### config.mk
export PLATFORM = sky130hd
export DESIGN_NAME = gtt_mul
export DESIGN_NICKNAME = d
export VERILOG_FILES = /design/src/sv/gtt_mul.sv
export SDC_FILE = /design/constraint.sdc
export NUM_CORES = 2
export LEC_CHECK = 0
export BUFFER_PORTS_ARGS = -buffer_cell sky130_fd_sc_hd__buf_2
export CORE_ASPECT_RATIO = 1.1
export CORE_UTILIZATION = 52
export CTS_BUF_LIST = sky130_fd_sc_hd__clkbuf_8
export CTS_CLUSTER_SIZE = 16
export DETAILED_ROUTE_END_ITERATION = 8
export PLACE_DENSITY = 0.81
export SLEW_MARGIN = 0
export SYNTH_ARGS = -nofsm -noshare
export SYNTH_HDL_FRONTEND = slang
export SYNTH_SLANG_ARGS = --single-unit
### constraint.sdc
create_clock -name clk_i -period 9.5 [get_ports clk_i]
set_input_delay 0.95 -clock clk_i [delete_from_list [all_inputs] [get_ports clk_i]]
set_output_delay 0.95 -clock clk_i [all_outputs]
set_load 0.02 [all_outputs]
### src/sv/gtt_mul.sv
// ----------------------------------------------------------------------------
// gtt_mul
// shared unsigned multiplier with a registered product
// ----------------------------------------------------------------------------
module gtt_mul #(
  parameter int W = 25
) (
  input  logic           clk_i,
  input  logic [W-1:0]   a_i,
  input  logic [W-1:0]   b_i,
  output logic [2*W-1:0] p_o
);

  logic [2*W-1:0] p_q;

  always_ff @(posedge clk_i) begin
    p_q <= a_i * b_i;
  end

  assign p_o = p_q;

endmodule

== Word-level counts from Yosys, hierarchy flattened ==
Cells that the tools add are included.

* Register bits: 50
* Bits of input ports: 51
* Output and inout port bits: 50

* $mul: 1

{| class="wikitable"
|+ Operator list
! kind !! count
|-
| $mul A25 B25 Y50 || 1
|}

== Depth between registers and ports, before layout ==
* Word-level depth: 1
* Gate-level depth with buffers: 26

== Worst setup path before layout ==
OpenSTA, ideal clock, no wires.

* Path kind: input -> register
* Start point: input b_i[4]
* End point: register p_q[45] (netlist: p_o[45])
* Library setup time: 0.135 ns
* Arrival time: 6.986 ns
* Required time: 9.365 ns
* Path slack: 2.378 ns
* Stages on the path: 24
* Path buffers: 2
* Cells stage by stage: clkbuf_1 > nand2_1 > fa_1 > inv_1 > fa_1 > inv_1 > fa_1 > fa_1 > inv_1 > fa_1 > fa_1 > inv_1 > fa_1 > inv_1 > ha_1 > buf_2 > a21o_1 > a31oi_1 > nand2b_1 > a2111o_1 > a21oi_2 > o31ai_4 > a2111oi_0 > a311oi_1

* Longest elaborated chain between the ends: 1

{| class="wikitable"
|+ RTL lines
! what !! line !! source
|-
| start, declared || 10 || <nowiki>input logic [W-1:0] b_i,</nowiki>
|-
| $mul A25 B25 Y50 || 17 || <nowiki>p_q <= a_i * b_i;</nowiki>
|-
| end signal, assigned || 17 ||
|-
| end, declared || 14 || <nowiki>logic [2*W-1:0] p_q;</nowiki>
|}

Every way passes these cells.

== Final worst setup path ==
* Start point: input a_i[13]
* End point: register p_q[47] (netlist: p_o[47])

* Longest elaborated chain between the ends: 1

{| class="wikitable"
|+ RTL lines
! what !! line !! source
|-
| start, declared || 9 || <nowiki>input logic [W-1:0] a_i,</nowiki>
|-
| $mul A25 B25 Y50 || 17 ||
|}

Every way passes these cells.

==> results.yml <==
floorplan:
  placeableCoreArea_um2: 41280
  ios: 101
  dieArea_um2: 42720
  die_x_um: 197.2
  die_h_um: 216.7
  rows: 78
  start_util_pct: 52.77
global_route:
  grt_start_max_net_pins: 26
  overflow: 0
  first_global_vias: 18190
  grt_use_total_pct: 27.89
  grt_pass1_wl_um: 92070
  antenna_found_initial: 2
timing:
  hold_viol: 0
  finalSetupTns_ns: 0
  setup_violations: 0
  tightestPinTransition_ns: 0.7600
  rsz0062_at_grt: "no"
  slew_headroom_pct: 48.54
  slew_violations: 0
  holdWs_ns: 1.180
  fmax_mhz: 128.3
  min_period_ns: 7.792
  finalCritPeriodShare_pct: 82.02
clocking:
  cts.clk_slew.worst_paths_ns: 0.09
  post_cts_buffers: 0
  cts_tree: "built"
  cts_max_level: 2
  ctsRootBufferMaster: "clkbuf_8"
  cts_hold_buf: 0
  cts-buffers-inserted: 5
  clock-sinks: 50
  postCtsResizedCells: 0
  cts_buffer_depth: 2
layout:
  largest_reg_flops: 50
  mostFrequentLayoutCells: "inv_1, fa_1, and2_1, nand2_1, ha_1"
  area.growth.synth_to_final_pct: 4.089
  layout.nets: 3170
  final_area_um2: 22680
  final_common_cell: "inv_1"
  drive_gt1_share_pct: 4.983
critical_path:
  critPathLaunchType: "input port"
  cp.required_ns: 9.72
  worstPathMaxFanout: 25
  crit_slowest_cell: "fa_1"
  path_class: "input port to register"
  critPathArrivalTime_ns: 8.01
  critical-path-max-stage-delay_ns: 0.56
  worstSetupEndpointType: "register"
drt:
  drtIter0Drc: 985
  met1Wirelength_um: 19500
  firstDrtPassIters: 5
  routedWlPerCell_um: 18.88
  met3RoutedLength_um: 3368
  vias: 16340
  ant_nets: 0
  remaining_drc_errors: 0
  dr_wl_met2_um: 29440
  drt-total-wl_um: 56080
  via_per_inst: 5.498
  highest_layer: "met5"
synth:
  avgSynthCellArea_um2: 9.021
  syn_inst: 2415
  synth-edff-count: 0
  synthTopCellsByArea: "fa_1, ha_1, inv_1"
  yosys.area.top_type: "fa_1"
  syn_area_um2: 21790
  syn_nets: 3177
  ys_async_sr_fraction_pct: 0
  synth_cell_types: 58
  synth_seq_area_share_pct: 4.595
  synth_seq_cells: 50
  synthDominantCellAreaShare_pct: 48.33
  synthFlopType: "dfxtp_1"
  ys_warn_count: 0
worst_hold_path:
  min_delay_path_depth: 2
  min_path_type: "input port to register"
placed_design:
  io_buffer_count: 100
  post-dp-hpwl_um: 45090
  place_congestion: 0.9549
  placedInstanceArea_um2: 22560
run_status:
  outcome: "finished clean"
flow_run:
  drv_cap: 0
==> layout make-up <==
| type | count | area, um2 |
|---|---|---|
| multi-input combinational | 1654 | 18110 |
| tap | 560 | 700.7 |
| clock buffer | 6 | 82.58 |
| clock inverter | 1 | 30.03 |
| antenna | 3 | 7.507 |
| sequential | 50 | 1001 |
| fill | 3646 | 18610 |
| inverter | 596 | 2237 |
| timing repair buffer | 101 | 508.0 |
==> final timing paths <==
check                     end  slack, ns    start
worst min-delay path   p_o[0]       1.18   b_i[0]
worst max-delay path  p_o[47]       1.71  a_i[13]
==> critical path, delay by kind of cell <==
family / cells / cell delay [ns]
and+or+nand+nor: 4 / 0.82
AOI/OAI and AO/OA: 4 / 1.23
buffers and inverters: 8 / 0.82
xor gates and xnor gates: 1 / 0.16
adders and majority gates: 8 / 4.00
==> layer usage <==
metal  vias up  GRT usage [%]
li1       7017              -
met1      8391          31.83
met2       705          49.93
met3       220          3.408
met4         2          16.61
met5         -              0
==> cell usage after synthesis, types with 2 or more instances <==
cell and instances:
nand2_1 320, nand3_1 12, ha_1 185, and3_1 14, a21oi_1 48, o21ai_1 2
a31o_2 3, o21a_1 3, nor3b_1 3, a221oi_2 2, xor2_1 15, nand4_1 5
and2_1 338, nor2_1 20, a21o_1 37, nor3_1 6, dfxtp_1 50, buf_2 5
a311oi_1 3, a211o_1 5, inv_1 596, o21bai_1 9, o21ai_0 17, a211oi_1 4
o211ai_1 2, a41oi_1 2, clkbuf_1 110, xnor2_1 29, a31oi_1 8, mux2_2 2
fa_1 526, nand2b_1 3, or3_1 4, o31ai_1 3
==> metrics by stage <==
step / setup slack (ns) / instances / utilization [%]
CTS: 1.821 / 2968 / 54.91
global placement: 1.532 / 2961 / 54.64
detailed placement: 1.468 / 2961 / 54.64
finish: 1.708 / 2971 / 54.93
floorplan: 2.378 / 2415 / -
global route: 1.334 / 2969 / 54.92
==> kinds of logic after synthesis <==
logic type                 Yosys count  share of synthesized area (%)
and+or+nand+nor                    732                          17.07
buffers and inverters              711                          12.28
adders and majority gates          711                          58.96
AOI/OAI and AO/OA                  165                          5.226
DFF                                 50                          4.595
xor gates and xnor gates            44                          1.769
muxes                                2                         0.1034
Power is left out: the tool's default activity adds up to more than one toggle a clock period on the data nets, which glitch-free logic cannot reach.
