==> src/sv/gtt_pkg.sv <==
// ----------------------------------------------------------------------------
// gtt_pkg
// shared constants, codes and types of the greedy iou track table
// ----------------------------------------------------------------------------
package gtt_pkg;

  localparam int MAX_TRACKS_DEF = 32;
  localparam int COORD_BITS_DEF = 12;
  localparam int ID_BITS_DEF    = 16;

  localparam int THR_BITS   = 16;
  localparam int MISS_BITS  = 10;
  localparam int CLASS_BITS = 8;

  localparam logic [THR_BITS-1:0]  THR_RESET        = 16'd32768;
  localparam logic [MISS_BITS-1:0] MISS_LIMIT_RESET = 10'd5;
  localparam logic [MISS_BITS-1:0] MISS_SAT         = 10'h3FF;

  // request commands
  localparam logic [1:0] CMD_DETECT    = 2'd0;
  localparam logic [1:0] CMD_END_FRAME = 2'd1;
  localparam logic [1:0] CMD_QUERY     = 2'd2;

  // result kinds
  localparam logic [1:0] KIND_DETECT = 2'd0;
  localparam logic [1:0] KIND_LIST   = 2'd1;
  localparam logic [1:0] KIND_QUERY  = 2'd2;

  // result status
  localparam logic [1:0] STAT_OK   = 2'd0;
  localparam logic [1:0] STAT_NEW  = 2'd1;
  localparam logic [1:0] STAT_DROP = 2'd2;
  localparam logic [1:0] STAT_NONE = 2'd3;

  // configuration register indexes
  localparam logic CFG_IOU_THRESHOLD = 1'b0;
  localparam logic CFG_MAX_MISSING   = 1'b1;

  typedef struct packed {
    logic id_we;
    logic box_we;
    logic miss_we;
  } gtt_wr_t;

  typedef enum logic [4:0] {
    S_IDLE,
    S_DA,
    S_D_SCAN,
    S_D_GEOM,
    S_MI,
    S_MA,
    S_MU,
    S_MT,
    S_MC,
    S_MP,
    S_MQ,
    S_D_DONE,
    S_E_SCAN,
    S_E_AGE,
    S_L_SCAN,
    S_L_CHK,
    S_L_RD,
    S_L_OUT,
    S_L_EMPTY,
    S_Q_SCAN,
    S_Q_CHK,
    S_Q_OUT,
    S_Q_NONE
  } st_e;

endpackage

==> src/sv/gtt_slot_mem.sv <==
// ----------------------------------------------------------------------------
// gtt_slot_mem
// per-slot track storage: id, box with class, missing count
// ----------------------------------------------------------------------------
module gtt_slot_mem
  import gtt_pkg::*;
#(
  parameter int MAX_TRACKS = MAX_TRACKS_DEF,
  parameter int COORD_BITS = COORD_BITS_DEF,
  parameter int ID_BITS    = ID_BITS_DEF,
  parameter int IW         = (MAX_TRACKS > 1) ? $clog2(MAX_TRACKS) : 1
) (
  input  logic                    clk_i,
  input  gtt_wr_t                 wr_i,
  input  logic [IW-1:0]           wr_addr_i,
  input  logic [ID_BITS-1:0]      wr_id_i,
  input  logic [4*COORD_BITS-1:0] wr_box_i,
  input  logic [CLASS_BITS-1:0]   wr_cls_i,
  input  logic [MISS_BITS-1:0]    wr_miss_i,
  input  logic [IW-1:0]           rd_addr_i,
  output logic [ID_BITS-1:0]      rd_id_o,
  output logic [4*COORD_BITS-1:0] rd_box_o,
  output logic [CLASS_BITS-1:0]   rd_cls_o,
  output logic [MISS_BITS-1:0]    rd_miss_o
);

  localparam int BCW = 4*COORD_BITS + CLASS_BITS;

  logic [ID_BITS-1:0]   id_mem   [MAX_TRACKS];
  logic [BCW-1:0]       box_mem  [MAX_TRACKS];
  logic [MISS_BITS-1:0] miss_mem [MAX_TRACKS];
  logic [BCW-1:0]       box_rd_q;

  always_ff @(posedge clk_i) begin
    if (wr_i.id_we) begin
      id_mem[wr_addr_i] <= wr_id_i;
    end
    if (wr_i.box_we) begin
      box_mem[wr_addr_i] <= {wr_cls_i, wr_box_i};
    end
    if (wr_i.miss_we) begin
      miss_mem[wr_addr_i] <= wr_miss_i;
    end
    rd_id_o   <= id_mem[rd_addr_i];
    box_rd_q  <= box_mem[rd_addr_i];
    rd_miss_o <= miss_mem[rd_addr_i];
  end

  assign rd_box_o = box_rd_q[4*COORD_BITS-1:0];
  assign rd_cls_o = box_rd_q[BCW-1:4*COORD_BITS];

endmodule

==> config.mk <==
export PLATFORM = sky130hd
export DESIGN_NAME = gtt_slot_mem
export DESIGN_NICKNAME = d
export VERILOG_FILES = /design/src/sv/gtt_pkg.sv /design/src/sv/gtt_slot_mem.sv
export SDC_FILE = /design/constraint.sdc
export NUM_CORES = 2
export LEC_CHECK = 0
export BUFFER_PORTS_ARGS = -buffer_cell sky130_fd_sc_hd__buf_2
export CAP_MARGIN = 0
export CORE_ASPECT_RATIO = 0.8
export CORE_MARGIN = 8
export CORE_UTILIZATION = 45
export DETAILED_ROUTE_END_ITERATION = 10
export PLACE_DENSITY = 0.61
export SLEW_MARGIN = 20
export SYNTH_ARGS = -nofsm -noshare
export SYNTH_HDL_FRONTEND = slang
export SYNTH_SLANG_ARGS = --single-unit
==> constraint.sdc <==
create_clock -name clk_i -period 3.3 [get_ports clk_i]
set_input_delay 0.66 -clock clk_i [delete_from_list [all_inputs] [get_ports clk_i]]
set_output_delay 0.66 -clock clk_i [all_outputs]
set_load 0.01 [all_outputs]
# After elaboration in Yosys (flattened, before gate mapping)
# Memories as Yosys holds them, arrays and structs flattened. A register that Yosys moved wholly into a read port is not among the register bits.
# Index checks and enable logic that the tools add are counted.
[op_classes]
mux = 6
[ops]
columns = ["op", "n"]
rows = [
  ["$mux W1", 6],
]
[totals]
ff_bits = 0
ram_bits = 2624
in_bits = 96
output_inout_bits = 82
wordCells = 9
n_memories = 3
[memory_table]
columns = ["name", "words", "word_bits", "rd", "rd_ports_with_merged_regs", "write_ports", "line", "rtl"]
rows = [
  ["box_mem", 32, 56, 1, 1, 1, "gtt_slot_mem.sv:30", "logic [BCW-1:0] box_mem [MAX_TRACKS];"],
  ["id_mem", 32, 16, 1, 1, 1, "gtt_slot_mem.sv:29", "logic [ID_BITS-1:0] id_mem [MAX_TRACKS];"],
  ["miss_mem", 32, 10, 1, 1, 1, "gtt_slot_mem.sv:31", "logic [MISS_BITS-1:0] miss_mem [MAX_TRACKS];"],
]

# Longest topological paths before layout
[depth]
ltp_word = 2
ltp_mapped = 9
depth_no_buf = 4

# Least setup slack after synthesis
# OpenSTA, ideal clock, no wires.
[synth_path]
kind = "in2reg"
from = "input port wr_addr_i[4]"
to = "memory box_mem[16][0] in the netlist's numbering, enable pin"
setup_time_ps = 420
t_arrival_ps = 2769
required_ps = 2880
setup_slack_ps = 111
stages = 4
n_path_buf = 1
cell_sequence = "clkbuf_1 > or3b_1 > nor2_1 > and2_1"
[synth_rtl]
columns = ["item", "line", "rtl"]
rows = [
  ["start: declaration", "gtt_slot_mem.sv:15", "input logic [IW-1:0] wr_addr_i,"],
  ["end: declaration", "gtt_slot_mem.sv:30", ""],
]
# No word-level cell before the write port.

# Worst setup path after layout
[layout_path]
from = "register rd_id_o[3], read port of id_mem"
to = "output port rd_id_o[3]"
[layout_rtl]
columns = ["item", "line", "rtl"]
rows = [
  ["start: declaration", "gtt_slot_mem.sv:21", "output logic [ID_BITS-1:0] rd_id_o,"],
]
# No word-level cell between the ends.

==> results.md <==
- Outcome: finished clean
- Crit start category: flop
- Reg2reg path depth: 5
- Slowest cell on crit path: dfxtp_1
- Core area: 0.226 mm^2
- Worst Hold End: id_mem[19][11]
- Final period utilization: 0.753
- DRT iter0 DRCs: 6563
- Async SR Flop Fraction: 0
- Top-area cell type share of the netlist area: 0.773
- Synth Warn #: 0
- Met3 Use GR: 0.0525
- Drt drc: 0
- Row cnt: 156
- Synthesized area: 0.102 mm^2
- Htree depth: 5
- TritonCTS Buffers: 272
- FF-to-FF setup slack: 1530 ps
- Number of post-CTS setup repair buffers: 0
- CP Launch Point: rd_id_o[3]
- CTS sink cnt: 2706
- R2R Path Start: miss_mem[15][0]
- Worst Tran Pin Value: 1070 ps
- Initial cell density of the core: 0.452
- Clock tree buffer depth: 4
- Hold buffer count at CTS: 0
- GRT met2 Usage: 0.346
- Final min period: 2490 ps
- Chip Width: 548 um
- Avg Cell Area, Syn: 20.8 um^2
- Die area: 0.242 mm^2
- I/O Buffers: 177
- CP bufs+invs: 1
- CTS tree: done
- Wire length per cell: 32.6 um
- First-pass GRT wire length: 393000 um
- Worst r2r dst: rd_miss_o[0]
- F_max: 402 MHz
- Setup TNS: 0 ps
- Worst hold start: wr_id_i[11]
- Synth unique cells: 32
- DR vias/cell: 6.07
- Vias in the first global route: 51300
- Peak supply drop: 0.505 mV
- Worst Setup Slack, final: 815 ps
- # Max-Cap Violations: 0
- Pins over their slew limit: 0
- Cell breakdown of the critical path: buf_2
- Clk Latency, worst-skew pair: 850 ps
- Final GP Congestion: 0.812
- Comb power frac: 0.050
- Sw Share: 0.213
- Clock share of power: 0.415
- Nets: 5478
- Top FF cell, synth: edfxtp_1
- Post-DP HPWL: 163000 um
- GRT overflow: 0
- Sequential share of the synthesized area: 0.789
- Leakage Power: 39.0 nW
- Post-synth top area cell: edfxtp_1
- Mapped Cells: 4906
- DRT antenna net count: 0
- CP Capture Type: primary output
- Placed insts: 8110
- CTS clk-pin slew, worst paths: 70 ps
- Post-synthesis register bit count: 2706
- Critical path depth in cells: 1
- Met1 Use GR: 0.331
- Commonest non-fill, non-tap cell in the layout: edfxtp_1
- I/O pin total: 178
- Worst Path Max Fanout: 1
- Int Pwr: 56.6 mW
- Via count: 52200
- Hold/Removal Path Class: in2reg
- Root buffer cell: clkbuf_16
- Post-synth EDFFs: 2624
- Critical Path AT: 1830 ps
- Fin. Hold Viols: 0
- WP data required: 2640 ps
- P&R area growth vs syn: 15.4%
- Drt pass-1 iters: 8
- Post-Place Worst Slack: 365 ps
- Initial antenna violation count: 49
- Setup Skew: 43.3 ps
- Final WL: 281000 um
- Die Y: 442 um
- Pwr Density: 611 mW/mm^2
- Total net switching power: 15.3 mW
- Mapped Nets: 5002
- Busiest grt layer: met2
- Post-cts gate resize count: 0
- Commonest cells after routing, fill and taps aside: 2624 x edfxtp_1, 656 x mux2i_1, 435 x a22oi_1, 328 x mux4_2, 278 x clkbuf_16
- Critical path type: reg2out
- Final number of setup-violating endpoints: 0
- Total Power: 71.9 mW
- Delay-heaviest family, CP: flip-flops
- RSZ-0062 raised after global routing: no
- Share of cells above drive strength 1: 0.223
- Post-Layout Cell Count: 8608
- Top area cells in the synthesized netlist: edfxtp_1 77%, mux4_2 7.2%, mux2i_1 6.4%, a22oi_1 3.2%, dfxtp_1 1.6%
- Min-Delay Path Depth: 1
- Maximum number of pins on one net before global-route repair: 61
- Seq pwr share: 0.535
- Max-slew headroom: 0.289
- Gr usage total: 0.226
- Critical Path Max Stage Delay: 710 ps
==> Yosys cell counts, types with 4 or more instances <==
master	n
edfxtp_1	2624
mux2i_1	656
a22oi_1	435
mux4_2	328
nand3_1	160
buf_2	133
clkbuf_1	113
and2_1	103
dfxtp_1	82
a22o_1	48
a31oi_1	48
nand4_1	39
nor2_1	39
buf_4	19
nor2b_1	17
buf_1	10
buf_6	10
nand2_1	7
a32oi_1	5
and3_1	5
a21oi_1	4
nor3_1	4
==> state kept, by name (all words and copies together), names as in the netlist <==
register and flops:
id_mem 512, box_rd_q 56, rd_id_o 16, rd_miss_o 10, box_mem 1792, miss_mem 320
==> power by group through the flow <==
stage	combinational, mW	sequential, mW	clock, mW
2_1_floorplan	1.80	39.1	0
3_3_place_gp	3.51	39.2	0
5_1_grt	3.78	38.5	31.6
6_report	3.57	38.5	29.9
4_1_cts	3.57	38.5	30.3
3_5_place_dp	3.56	39.2	0
==> routing by layer <==
layer / wire, um / up-vias
li1: - / 21400
met1: 120000 / 27900
met2: 128000 / 2452
met3: 25900 / 448
met4: 7280 / 22
met5: 124 / -
==> layout make-up <==
class / instances / area (um^2)
fill: 17700 / 108000
sequential: 2706 / 80400
multi-input combinational: 1914 / 20300
clock buffer: 362 / 7450
timing repair buffer: 488 / 4580
tap: 3002 / 3760
clock inverter: 122 / 1050
antenna: 14 / 35.0
==> kinds of logic (layout without fill, tap and decap cells) <==
| group | Yosys count | after routing | synth area share |
|---|---|---|---|
| mux | 984 | 984 | 0.137 |
| other cells | 0 | 14 | 0 |
| buf+inv | 286 | 972 | 0.0136 |
| compound gates | 540 | 540 | 0.0397 |
| flops | 2706 | 2706 | 0.789 |
| simple gates | 390 | 390 | 0.0209 |
==> worst max path at each step <==
stage / to / slack [ps]
after floorplan: box_mem[16][0] / 110
after global placement: box_rd_q[38] / 370
after detailed placement: box_rd_q[12] / 360
after CTS: rd_id_o[5] / 820
after global routing: rd_id_o[5] / 760
final: rd_id_o[3] / 810
==> metrics by stage <==
| stage | utilization | hold WS [ps] | cell area, um^2 |
|---|---|---|---|
| 2_1_floorplan | - | 563 | 102000 |
| 5_1_grt | 0.521 | 280 | 118000 |
| 3_3_place_gp | 0.484 | 667 | 109000 |
| 3_5_place_dp | 0.484 | 677 | 109000 |
| 6_report | 0.521 | 291 | 118000 |
| 4_1_cts | 0.521 | 245 | 118000 |
Note: power is estimated with default switching activity, not from simulation.
